**src/hdl/opg_pkg.sv**
```systemverilog
`timescale 1ns / 1ps
package opg_pkg;

  localparam int unsigned XW = 33;   // cordic datapath width, q30 plus headroom
  localparam int unsigned ATAN_ENTRIES = 30;

  localparam int unsigned CFG_IDX_W  = 3;
  localparam int unsigned CFG_DATA_W = 24;

  localparam logic [CFG_IDX_W-1:0] CFG_CENTER_X  = 3'd0;
  localparam logic [CFG_IDX_W-1:0] CFG_CENTER_Y  = 3'd1;
  localparam logic [CFG_IDX_W-1:0] CFG_CENTER_Z  = 3'd2;
  localparam logic [CFG_IDX_W-1:0] CFG_RADIUS    = 3'd3;
  localparam logic [CFG_IDX_W-1:0] CFG_LIFT      = 3'd4;
  localparam logic [CFG_IDX_W-1:0] CFG_TURN_RATE = 3'd5;

  localparam logic [14:0]        RADIUS_MIN   = 15'd256;
  localparam logic [14:0]        RADIUS_MAX   = 15'd25600;
  localparam logic [14:0]        RADIUS_RST   = 15'd2560;
  localparam logic signed [14:0] LIFT_MIN     = -15'sd12800;
  localparam logic signed [14:0] LIFT_MAX     = 15'sd12800;
  localparam logic signed [14:0] LIFT_RST     = 15'sd1280;
  localparam logic [15:0]        RATE_MIN     = 16'd41;
  localparam logic [15:0]        RATE_MAX     = 16'd40960;

  localparam logic [12:0]          DT_CAP     = 13'd6554;      // 0.1 s in q8.16
  localparam logic [25:0]          TURN_SCALE = 26'd42722830;  // 2^24 * 8 / pi
  localparam logic signed [XW-1:0] CORDIC_X0  = 33'sd652032874; // inverse gain, q30

  // atan(2^-i) in turns * 2^32
  function automatic logic [31:0] opg_atan(input logic [4:0] idx);
    logic [31:0] v;
    case (idx)
      5'd0:  v = 32'd536870912;
      5'd1:  v = 32'd316933406;
      5'd2:  v = 32'd167458907;
      5'd3:  v = 32'd85004756;
      5'd4:  v = 32'd42667331;
      5'd5:  v = 32'd21354465;
      5'd6:  v = 32'd10679838;
      5'd7:  v = 32'd5340245;
      5'd8:  v = 32'd2670163;
      5'd9:  v = 32'd1335087;
      5'd10: v = 32'd667544;
      5'd11: v = 32'd333772;
      5'd12: v = 32'd166886;
      5'd13: v = 32'd83443;
      5'd14: v = 32'd41722;
      5'd15: v = 32'd20861;
      5'd16: v = 32'd10430;
      5'd17: v = 32'd5215;
      5'd18: v = 32'd2608;
      5'd19: v = 32'd1304;
      5'd20: v = 32'd652;
      5'd21: v = 32'd326;
      5'd22: v = 32'd163;
      5'd23: v = 32'd81;
      5'd24: v = 32'd41;
      5'd25: v = 32'd20;
      5'd26: v = 32'd10;
      5'd27: v = 32'd5;
      5'd28: v = 32'd3;
      5'd29: v = 32'd1;
      default: v = 32'd0;
    endcase
    return v;
  endfunction

  // clip a 25-bit sum into the signed 24-bit position range
  function automatic logic signed [23:0] opg_sat24(input logic signed [24:0] v);
    logic signed [23:0] r;
    if (v[24] != v[23]) begin
      r = v[24] ? 24'sh800000 : 24'sh7FFFFF;
    end else begin
      r = v[23:0];
    end
    return r;
  endfunction

endpackage

```
**src/hdl/opg_cordic.sv**
```systemverilog
`timescale 1ns / 1ps
module opg_cordic #(
  parameter int unsigned STEPS = 18
) (
  input  logic                          clk_i,
  input  logic                          rst_ni,
  input  logic                          start_i,
  input  logic [31:0]                   angle_i,
  output logic                          done_o,
  output logic signed [opg_pkg::XW-1:0] cos_o,
  output logic signed [opg_pkg::XW-1:0] sin_o
);
  import opg_pkg::*;

  localparam int unsigned N  = (STEPS > ATAN_ENTRIES) ? ATAN_ENTRIES : STEPS;
  localparam int unsigned CW = (N > 1) ? $clog2(N) : 1;

  logic                   busy_q, done_q, neg_q;
  logic [CW-1:0]          cnt_q;
  logic signed [XW-1:0]   x_q, y_q, z_q;
  logic signed [XW-1:0]   dx, dy, atan_s;
  logic                   neg_d;
  logic [31:0]            fold;

  // angles in the left half-plane are turned by half a turn and negated after
  assign neg_d  = (angle_i - 32'h4000_0000) < 32'h8000_0000;
  assign fold   = neg_d ? (angle_i - 32'h8000_0000) : angle_i;
  assign dx     = y_q >>> cnt_q;
  assign dy     = x_q >>> cnt_q;
  assign atan_s = $signed({1'b0, opg_atan(5'(cnt_q))});

  always_ff @(posedge clk_i or negedge rst_ni) begin
    if (!rst_ni) begin
      busy_q <= 1'b0;
      done_q <= 1'b0;
      neg_q  <= 1'b0;
      cnt_q  <= '0;
      x_q    <= '0;
      y_q    <= '0;
      z_q    <= '0;
    end else begin
      if (start_i) begin
        busy_q <= 1'b1;
        done_q <= 1'b0;
        neg_q  <= neg_d;
        cnt_q  <= '0;
        x_q    <= CORDIC_X0;
        y_q    <= '0;
        z_q    <= $signed({fold[31], fold});
      end else if (busy_q) begin
        if (!z_q[XW-1]) begin
          x_q <= x_q - dx;
          y_q <= y_q + dy;
          z_q <= z_q - atan_s;
        end else begin
          x_q <= x_q + dx;
          y_q <= y_q - dy;
          z_q <= z_q + atan_s;
        end
        if (cnt_q == CW'(N - 1)) begin
          busy_q <= 1'b0;
          done_q <= 1'b1;
        end else begin
          done_q <= 1'b0;
          cnt_q  <= cnt_q + 1'b1;
        end
      end else begin
        done_q <= 1'b0;
      end
    end
  end

  assign done_o = done_q;
  assign cos_o  = neg_q ? -x_q : x_q;
  assign sin_o  = neg_q ? -y_q : y_q;

endmodule

```
**src/hdl/orbit_position_generator_top.sv**
```systemverilog
`timescale 1ns / 1ps
// Orbit position generator. Each input word is a signed q8.16 time step; a positive
// step (capped at 0.1 s) advances a 32-bit turn-fraction angle by turn_rate times the
// step, and every step returns one word with the eye position (centre plus radius
// times cos and sin, and the lift on y, all saturated q12.12), the angle and an
// advanced flag in tuser. Configuration writes must only be made while the block is
// idle; radius, lift and turn-rate writes are clamped to their legal ranges. A single
// multiplier is used for the angle increment and both radius products, and a step that
// does not advance the angle skips the increment; the sine and cosine come from one
// cordic stage that rotates once a cycle. The input is ready only between steps; the
// result sits in an output register so the next step can start while it waits to be
// taken.
module orbit_position_generator_top #(
  parameter int unsigned CORDIC_STEPS = 18
) (
  input  logic                                clk_i,
  input  logic                                rst_ni,
  input  logic                                cfg_we_i,
  input  logic [opg_pkg::CFG_IDX_W-1:0]       cfg_idx_i,
  input  logic [opg_pkg::CFG_DATA_W-1:0]      cfg_data_i,
  input  logic                                s_axis_tvalid,
  output logic                                s_axis_tready,
  input  logic [23:0]                         s_axis_tdata,   // step_time
  output logic                                m_axis_tvalid,
  input  logic                                m_axis_tready,
  output logic [103:0]                        m_axis_tdata,   // pos_x, pos_y, pos_z, phase
  output logic                                m_axis_tuser    // advanced
);
  import opg_pkg::*;

  typedef enum logic [3:0] {
    S_IDLE, S_RATE, S_TURN, S_PHASE, S_START, S_ROT, S_MULX, S_MULZ, S_OUT
  } state_e;

  state_e                 state_q;
  logic signed [23:0]     center_x_q, center_y_q, center_z_q;
  logic [14:0]            radius_q;
  logic signed [14:0]     lift_q;
  logic [15:0]            rate_q;
  logic [31:0]            phase_q;
  logic [12:0]            dt_q;
  logic                   adv_q;
  logic signed [60:0]     prod_q;
  logic signed [23:0]     px_q;
  logic                   out_valid_q;
  logic [103:0]           out_data_q;
  logic                   out_user_q;

  logic signed [33:0]     mul_a;
  logic signed [26:0]     mul_b;
  logic signed [60:0]     mul_p;
  logic signed [60:0]     prod_rnd;
  logic [55:0]            inc_rnd;
  logic signed [21:0]     off;
  logic signed [23:0]     off_sum_y;
  logic signed [23:0]     pz, py;
  logic                   in_acc;
  logic                   out_free;
  logic                   cord_start, cord_done;
  logic signed [XW-1:0]   cord_cos, cord_sin;
  logic signed [23:0]     dt_in;
  logic signed [14:0]     lift_wr;

  assign s_axis_tready = (state_q == S_IDLE);
  assign in_acc        = s_axis_tvalid && s_axis_tready;
  assign out_free      = !out_valid_q || m_axis_tready;
  assign cord_start    = (state_q == S_START);
  assign dt_in         = s_axis_tdata;
  assign lift_wr       = cfg_data_i[14:0];

  opg_cordic #(
    .STEPS (CORDIC_STEPS)
  ) u_cordic (
    .clk_i   (clk_i),
    .rst_ni  (rst_ni),
    .start_i (cord_start),
    .angle_i (phase_q),
    .done_o  (cord_done),
    .cos_o   (cord_cos),
    .sin_o   (cord_sin)
  );

  // shared multiplier operand select
  always_comb begin
    case (state_q)
      S_RATE: begin
        mul_a = $signed({21'd0, dt_q});
        mul_b = $signed({11'd0, rate_q});
      end
      S_TURN: begin
        mul_a = $signed({5'd0, prod_q[28:0]});
        mul_b = $signed({1'b0, TURN_SCALE});
      end
      S_MULX: begin
        mul_a = 34'(cord_cos);
        mul_b = $signed({12'd0, radius_q});
      end
      S_MULZ: begin
        mul_a = 34'(cord_sin);
        mul_b = $signed({12'd0, radius_q});
      end
      default: begin
        mul_a = '0;
        mul_b = '0;
      end
    endcase
  end

  assign mul_p    = mul_a * mul_b;
  assign inc_rnd  = prod_q[55:0] + 56'd8388608;
  // round the radius product from q38 down to q12.12
  assign prod_rnd = prod_q + 61'sd33554432;
  assign off      = prod_rnd[47:26];
  assign off_sum_y = {{5{lift_q[14]}}, lift_q, 4'd0};
  assign pz = opg_sat24(25'(center_z_q) + 25'(off));
  assign py = opg_sat24(25'(center_y_q) + 25'(off_sum_y));

  // configuration registers; radius, lift and turn rate are clamped on write
  always_ff @(posedge clk_i or negedge rst_ni) begin
    if (!rst_ni) begin
      center_x_q <= '0;
      center_y_q <= '0;
      center_z_q <= '0;
      radius_q   <= RADIUS_RST;
      lift_q     <= LIFT_RST;
      rate_q     <= '0;
    end else if (cfg_we_i) begin
      case (cfg_idx_i)
        CFG_CENTER_X: center_x_q <= cfg_data_i;
        CFG_CENTER_Y: center_y_q <= cfg_data_i;
        CFG_CENTER_Z: center_z_q <= cfg_data_i;
        CFG_RADIUS: begin
          if (cfg_data_i[14:0] < RADIUS_MIN)      radius_q <= RADIUS_MIN;
          else if (cfg_data_i[14:0] > RADIUS_MAX) radius_q <= RADIUS_MAX;
          else                                    radius_q <= cfg_data_i[14:0];
        end
        CFG_LIFT: begin
          if (lift_wr < LIFT_MIN)      lift_q <= LIFT_MIN;
          else if (lift_wr > LIFT_MAX) lift_q <= LIFT_MAX;
          else                         lift_q <= lift_wr;
        end
        CFG_TURN_RATE: begin
          if (cfg_data_i[15:0] < RATE_MIN)      rate_q <= RATE_MIN;
          else if (cfg_data_i[15:0] > RATE_MAX) rate_q <= RATE_MAX;
          else                                  rate_q <= cfg_data_i[15:0];
        end
        default: ;
      endcase
    end
  end

  always_ff @(posedge clk_i or negedge rst_ni) begin
    if (!rst_ni) begin
      state_q     <= S_IDLE;
      phase_q     <= '0;
      dt_q        <= '0;
      adv_q       <= 1'b0;
      prod_q      <= '0;
      px_q        <= '0;
      out_valid_q <= 1'b0;
      out_data_q  <= '0;
      out_user_q  <= 1'b0;
    end else begin
      // a word loaded in S_OUT takes the place of the one just taken
      if (out_valid_q && m_axis_tready && (state_q != S_OUT)) begin
        out_valid_q <= 1'b0;
      end
      case (state_q)
        S_IDLE: begin
          if (in_acc) begin
            if (dt_in > 24'sd0) begin
              adv_q   <= 1'b1;
              dt_q    <= (dt_in > $signed({11'd0, DT_CAP})) ? DT_CAP : dt_in[12:0];
              state_q <= S_RATE;
            end else begin
              adv_q   <= 1'b0;
              state_q <= S_START;
            end
          end
        end
        S_RATE: begin
          prod_q  <= mul_p;
          state_q <= S_TURN;
        end
        S_TURN: begin
          prod_q  <= mul_p;
          state_q <= S_PHASE;
        end
        S_PHASE: begin
          phase_q <= phase_q + inc_rnd[55:24];
          state_q <= S_START;
        end
        S_START: state_q <= S_ROT;
        S_ROT: begin
          if (cord_done) state_q <= S_MULX;
        end
        S_MULX: begin
          prod_q  <= mul_p;
          state_q <= S_MULZ;
        end
        S_MULZ: begin
          px_q    <= opg_sat24(25'(center_x_q) + 25'(off));
          prod_q  <= mul_p;
          state_q <= S_OUT;
        end
        S_OUT: begin
          if (out_free) begin
            out_valid_q <= 1'b1;
            out_data_q  <= {phase_q, pz, py, px_q};
            out_user_q  <= adv_q;
            state_q     <= S_IDLE;
          end
        end
        default: state_q <= S_IDLE;
      endcase
    end
  end

  assign m_axis_tvalid = out_valid_q;
  assign m_axis_tdata  = out_data_q;
  assign m_axis_tuser  = out_user_q;

endmodule

```
**config.mk**
```make
export PLATFORM = sky130hd
export DESIGN_NAME = orbit_position_generator_top
export DESIGN_NICKNAME = d
export VERILOG_FILES = /design/src/hdl/opg_pkg.sv /design/src/hdl/opg_cordic.sv /design/src/hdl/orbit_position_generator_top.sv
export SDC_FILE = /design/constraint.sdc
export NUM_CORES = 2
export LEC_CHECK = 0
export BUFFER_PORTS_ARGS = -buffer_cell sky130_fd_sc_hd__buf_2
export CORE_MARGIN = 2
export CORE_UTILIZATION = 35
export DETAILED_ROUTE_END_ITERATION = 10
export PLACE_DENSITY_LB_ADDON = 0.08
export SETUP_SLACK_MARGIN = 0.4
export SLEW_MARGIN = 20
export SYNTH_ARGS = -nofsm -noshare
export SYNTH_HDL_FRONTEND = slang
export SYNTH_SLANG_ARGS = --single-unit
```
**constraint.sdc**
```tcl
create_clock -name clk_i -period 15.9 [get_ports clk_i]
set_input_delay 3.975 -clock clk_i [delete_from_list [all_inputs] [get_ports clk_i]]
set_output_delay 3.975 -clock clk_i [all_outputs]
set_load 0.02 [all_outputs]
```
==> impl_metrics.csv <==
group,metric,value,unit
timing,drv_slew,0,
critical_path,cp_max_fo,19,
drt,drc,0,
min_path,hold_class,"register to register",
logic_synthesis,synth_edf_count,0,
clock_tree,clk_latency,720,ps
final_layout,syn2layout_area_growth,9.41,%
placed_design,dp_hpwl,170000,µm
drt,routedWlPerCell,23.3,µm
global_route,grt_usage,24.8,%
floorplanning,ioPinCount,163,
floorplanning,die_area,177000,µm²
critical_path,cpMostUsedCell,"fa_1",
global_route,grt_pass1_wl,330000,µm
clock_tree,clock-sinks,461,
drt,detail-route-antenna-nets,0,
logic_synthesis,yosysWarnings,0,
final_layout,final_util,38.6,%
critical_path,cp-start-kind,"register",
timing,fmax,89.2,MHz
placed_design,place.gp.congestion,0.963,
logic_synthesis,ys_seq_area_share,19.0,%
logic_synthesis,muxShareOfSynthArea,7.26,%
timing,fin_crit_sh,70.5,%
critical_path,reg2reg_to,"prod_q[52]",
critical_path,slowest_delay,690,ps
critical_path,reg2reg_slack,4690,ps
final_layout,n_antenna_cell,0,
final_layout,nets,8103,
clock_tree,cts_tree,"built",
timing,timing.setup.tns,0,ps
floorplanning,die_h,421,µm
min_path,min_path_cells,2,
clock_tree,cts_buffers,61,
logic_synthesis,synth_cells,6955,
drt,vias,49679,
clock_tree,root_buffer,"clkbuf_16",
logic_synthesis,yosys-top-cells-count,"inv_1 (1001), nand2_1 (804), fa_1 (669)",
clock_tree,post_cts_buffers,0,
logic_synthesis,yosysMostFrequentCell,"inv_1",
clock_tree,cts_hold_buf,0,
timing,finalSetupViolCount,0,
drt,finalWirelength,218000,µm
logic_synthesis,synthAdderAreaFrac,30.3,%
critical_path,cp_data_arrival_time,11760,ps
critical_path,endpoint_kind,"register",
critical_path,path_class,"register to register",
min_path,hold_path_end,"prod_q[1]",
logic_synthesis,synth_top_family_by_area,"adder cells",
logic_synthesis,synth_area_leaders,"fa_1 (22%), dfrtp_1 (19%), ha_1 (8.2%)",
floorplanning,dieWidth,421,µm
floorplanning,core_area,172000,µm²
critical_path,cp_data_required_time,16440,ps
global_route,grt-ovfl-total,0,
final_layout,fin_cells,9341,
logic_synthesis,synth-xor-area-share,6.02,%
logic_synthesis,async_reset_ff_share,100,%
clock_tree,post_cts_resized,0,
timing,timing_hold_violations_final,0,
critical_path,cpMaxStageDelayCell,"fa_1",
logic_synthesis,synth_top_area_share,22.0,%
outcome,status,"complete, no violations",
logic_synthesis,avgSynthCellArea,8.74,µm²
drt,drt_iter0_drc,3205,
clock_tree,clk_pin_slew,60,ps
critical_path,ff2ff_path_depth,29,
placed_design,placed_cells,9227,
logic_synthesis,ys_ff_latch,461,
timing,tightest_slew,1200,ps
flow_run,max-cap-violations,0,
timing,slew_headroom,19.2,%
logic_synthesis,synthSimpleGateAreaFrac,14.5,%
logic_synthesis,synth_flop_cell,"dfrtp_1",
logic_synthesis,syn-cell-area,60800,µm²
logic_synthesis,synth_compound_area_share,14.4,%
global_route,antenna_found_initial,5,
clock_tree,htree_levels,2,
global_route,grt_max_degree,140,
global_route,grt_pass1_vias,50618,
timing,rsz0062_at_grt,"no",
placed_design,port_buffers,162,
final_layout,drive_above_1_share,10.3,%
min_path,hold_start,"prod_q[1]",
drt,drt-pass1-iter-count,5,
floorplanning,rows,152,
floorplanning,initial_core_util,35.3,%
logic_synthesis,ys_types,98,
timing,skew,25.9,ps
logic_synthesis,yosys.area.top_type,"fa_1",
timing,period_minus_slack,11210,ps
critical_path,r2r-start,"u_cordic.y_q[8]",
drt,via_per_inst,5.32,
timing,hold_slack,459,ps
clock_tree,max-clock-path-buffers,3,
-- registers in the layout, indices dropped and copies added, names as in the netlist, 32 cells and up --
register	cells
phase_q	32
u_cordic.x_q	33
u_cordic.z_q	33
u_cordic.y_q	33
m_axis_tdata	104
prod_q	56
-- final cells by class --
cell class / count / area (µm²)
Inverter: 1006 / 3780
Clock buffer: 96 / 1880
Fill cell: 17712 / 106000
Timing Repair Buffer: 292 / 1810
Clock inverter: 17 / 275
Tap cell: 2310 / 2890
Sequential cell: 461 / 11600
Multi-Input combinational cell: 5159 / 44300
-- kinds of logic after synthesis --
kind of cell,count (synthesis)
AOI/OAI and AO/OA,1356
adders and majority gates,1074
muxes,336
and+or+nand+nor,1949
buffers and inverters,1359
xor gates and xnor gates,418
other,2
DFF,461
-- critical path, delay by kind of cell (launching register included) --
kind	cells	cell delay (ps)
AND/OR/NAND/NOR	9	3430
buffers and inverters	3	150
adder cells (fa/ha/maj)	8	4140
flip-flops	1	510
AO/OA/AOI/OAI	7	2520
XOR/XNOR	2	300
-- per-layer routing --
metal	vias up	global-route usage, %	share of wire, %
met4	4	5.46	2.3
met1	25207	35.4	47
li1	23027	-	-
met3	216	3.23	4.9
met5	-	0	0.016
met2	1225	40.0	46
-- layout by cell type, fill, tap and decap left out, types with 55 or more instances in the layout --
cell       instances
ha_1             397
mux2i_1          101
xnor2_1          236
a21o_1           104
clkbuf_16         61
buf_4            127
and2_1           106
nand2_1          804
a21oi_1          333
nand2b_1          63
buf_2            162
inv_1           1000
dfrtp_1          449
nand3_1           76
nor3_1            66
mux4_2            67
fa_1             669
a22o_1            55
nor2_1           556
xor2_1           181
o21ai_0          332
mux2_2           168
a31oi_1           57
-- worst max path at each step --
stage,start,end,cells past startpoint
finish,u_cordic.y_q[8],prod_q[52],29
global route,u_cordic.y_q[9],prod_q[54],29
global placement,u_cordic.x_q[4],prod_q[41],32
detailed placement,u_cordic.y_q[9],prod_q[54],32
floorplan,u_cordic.y_q[9],prod_q[54],34
CTS,u_cordic.y_q[9],prod_q[54],32
-- metrics by stage --
stage / setup slack [ps] / cell area [µm²]
floorplan: 5930 / 60900
global placement: 4990 / 64300
detailed placement: 4950 / 64300
CTS: 4890 / 66500
global route: 4250 / 66500
finish: 4690 / 66500
Power is left out: the tool's default activity adds up to more than one toggle a clock period on the data nets, which glitch-free logic cannot reach.
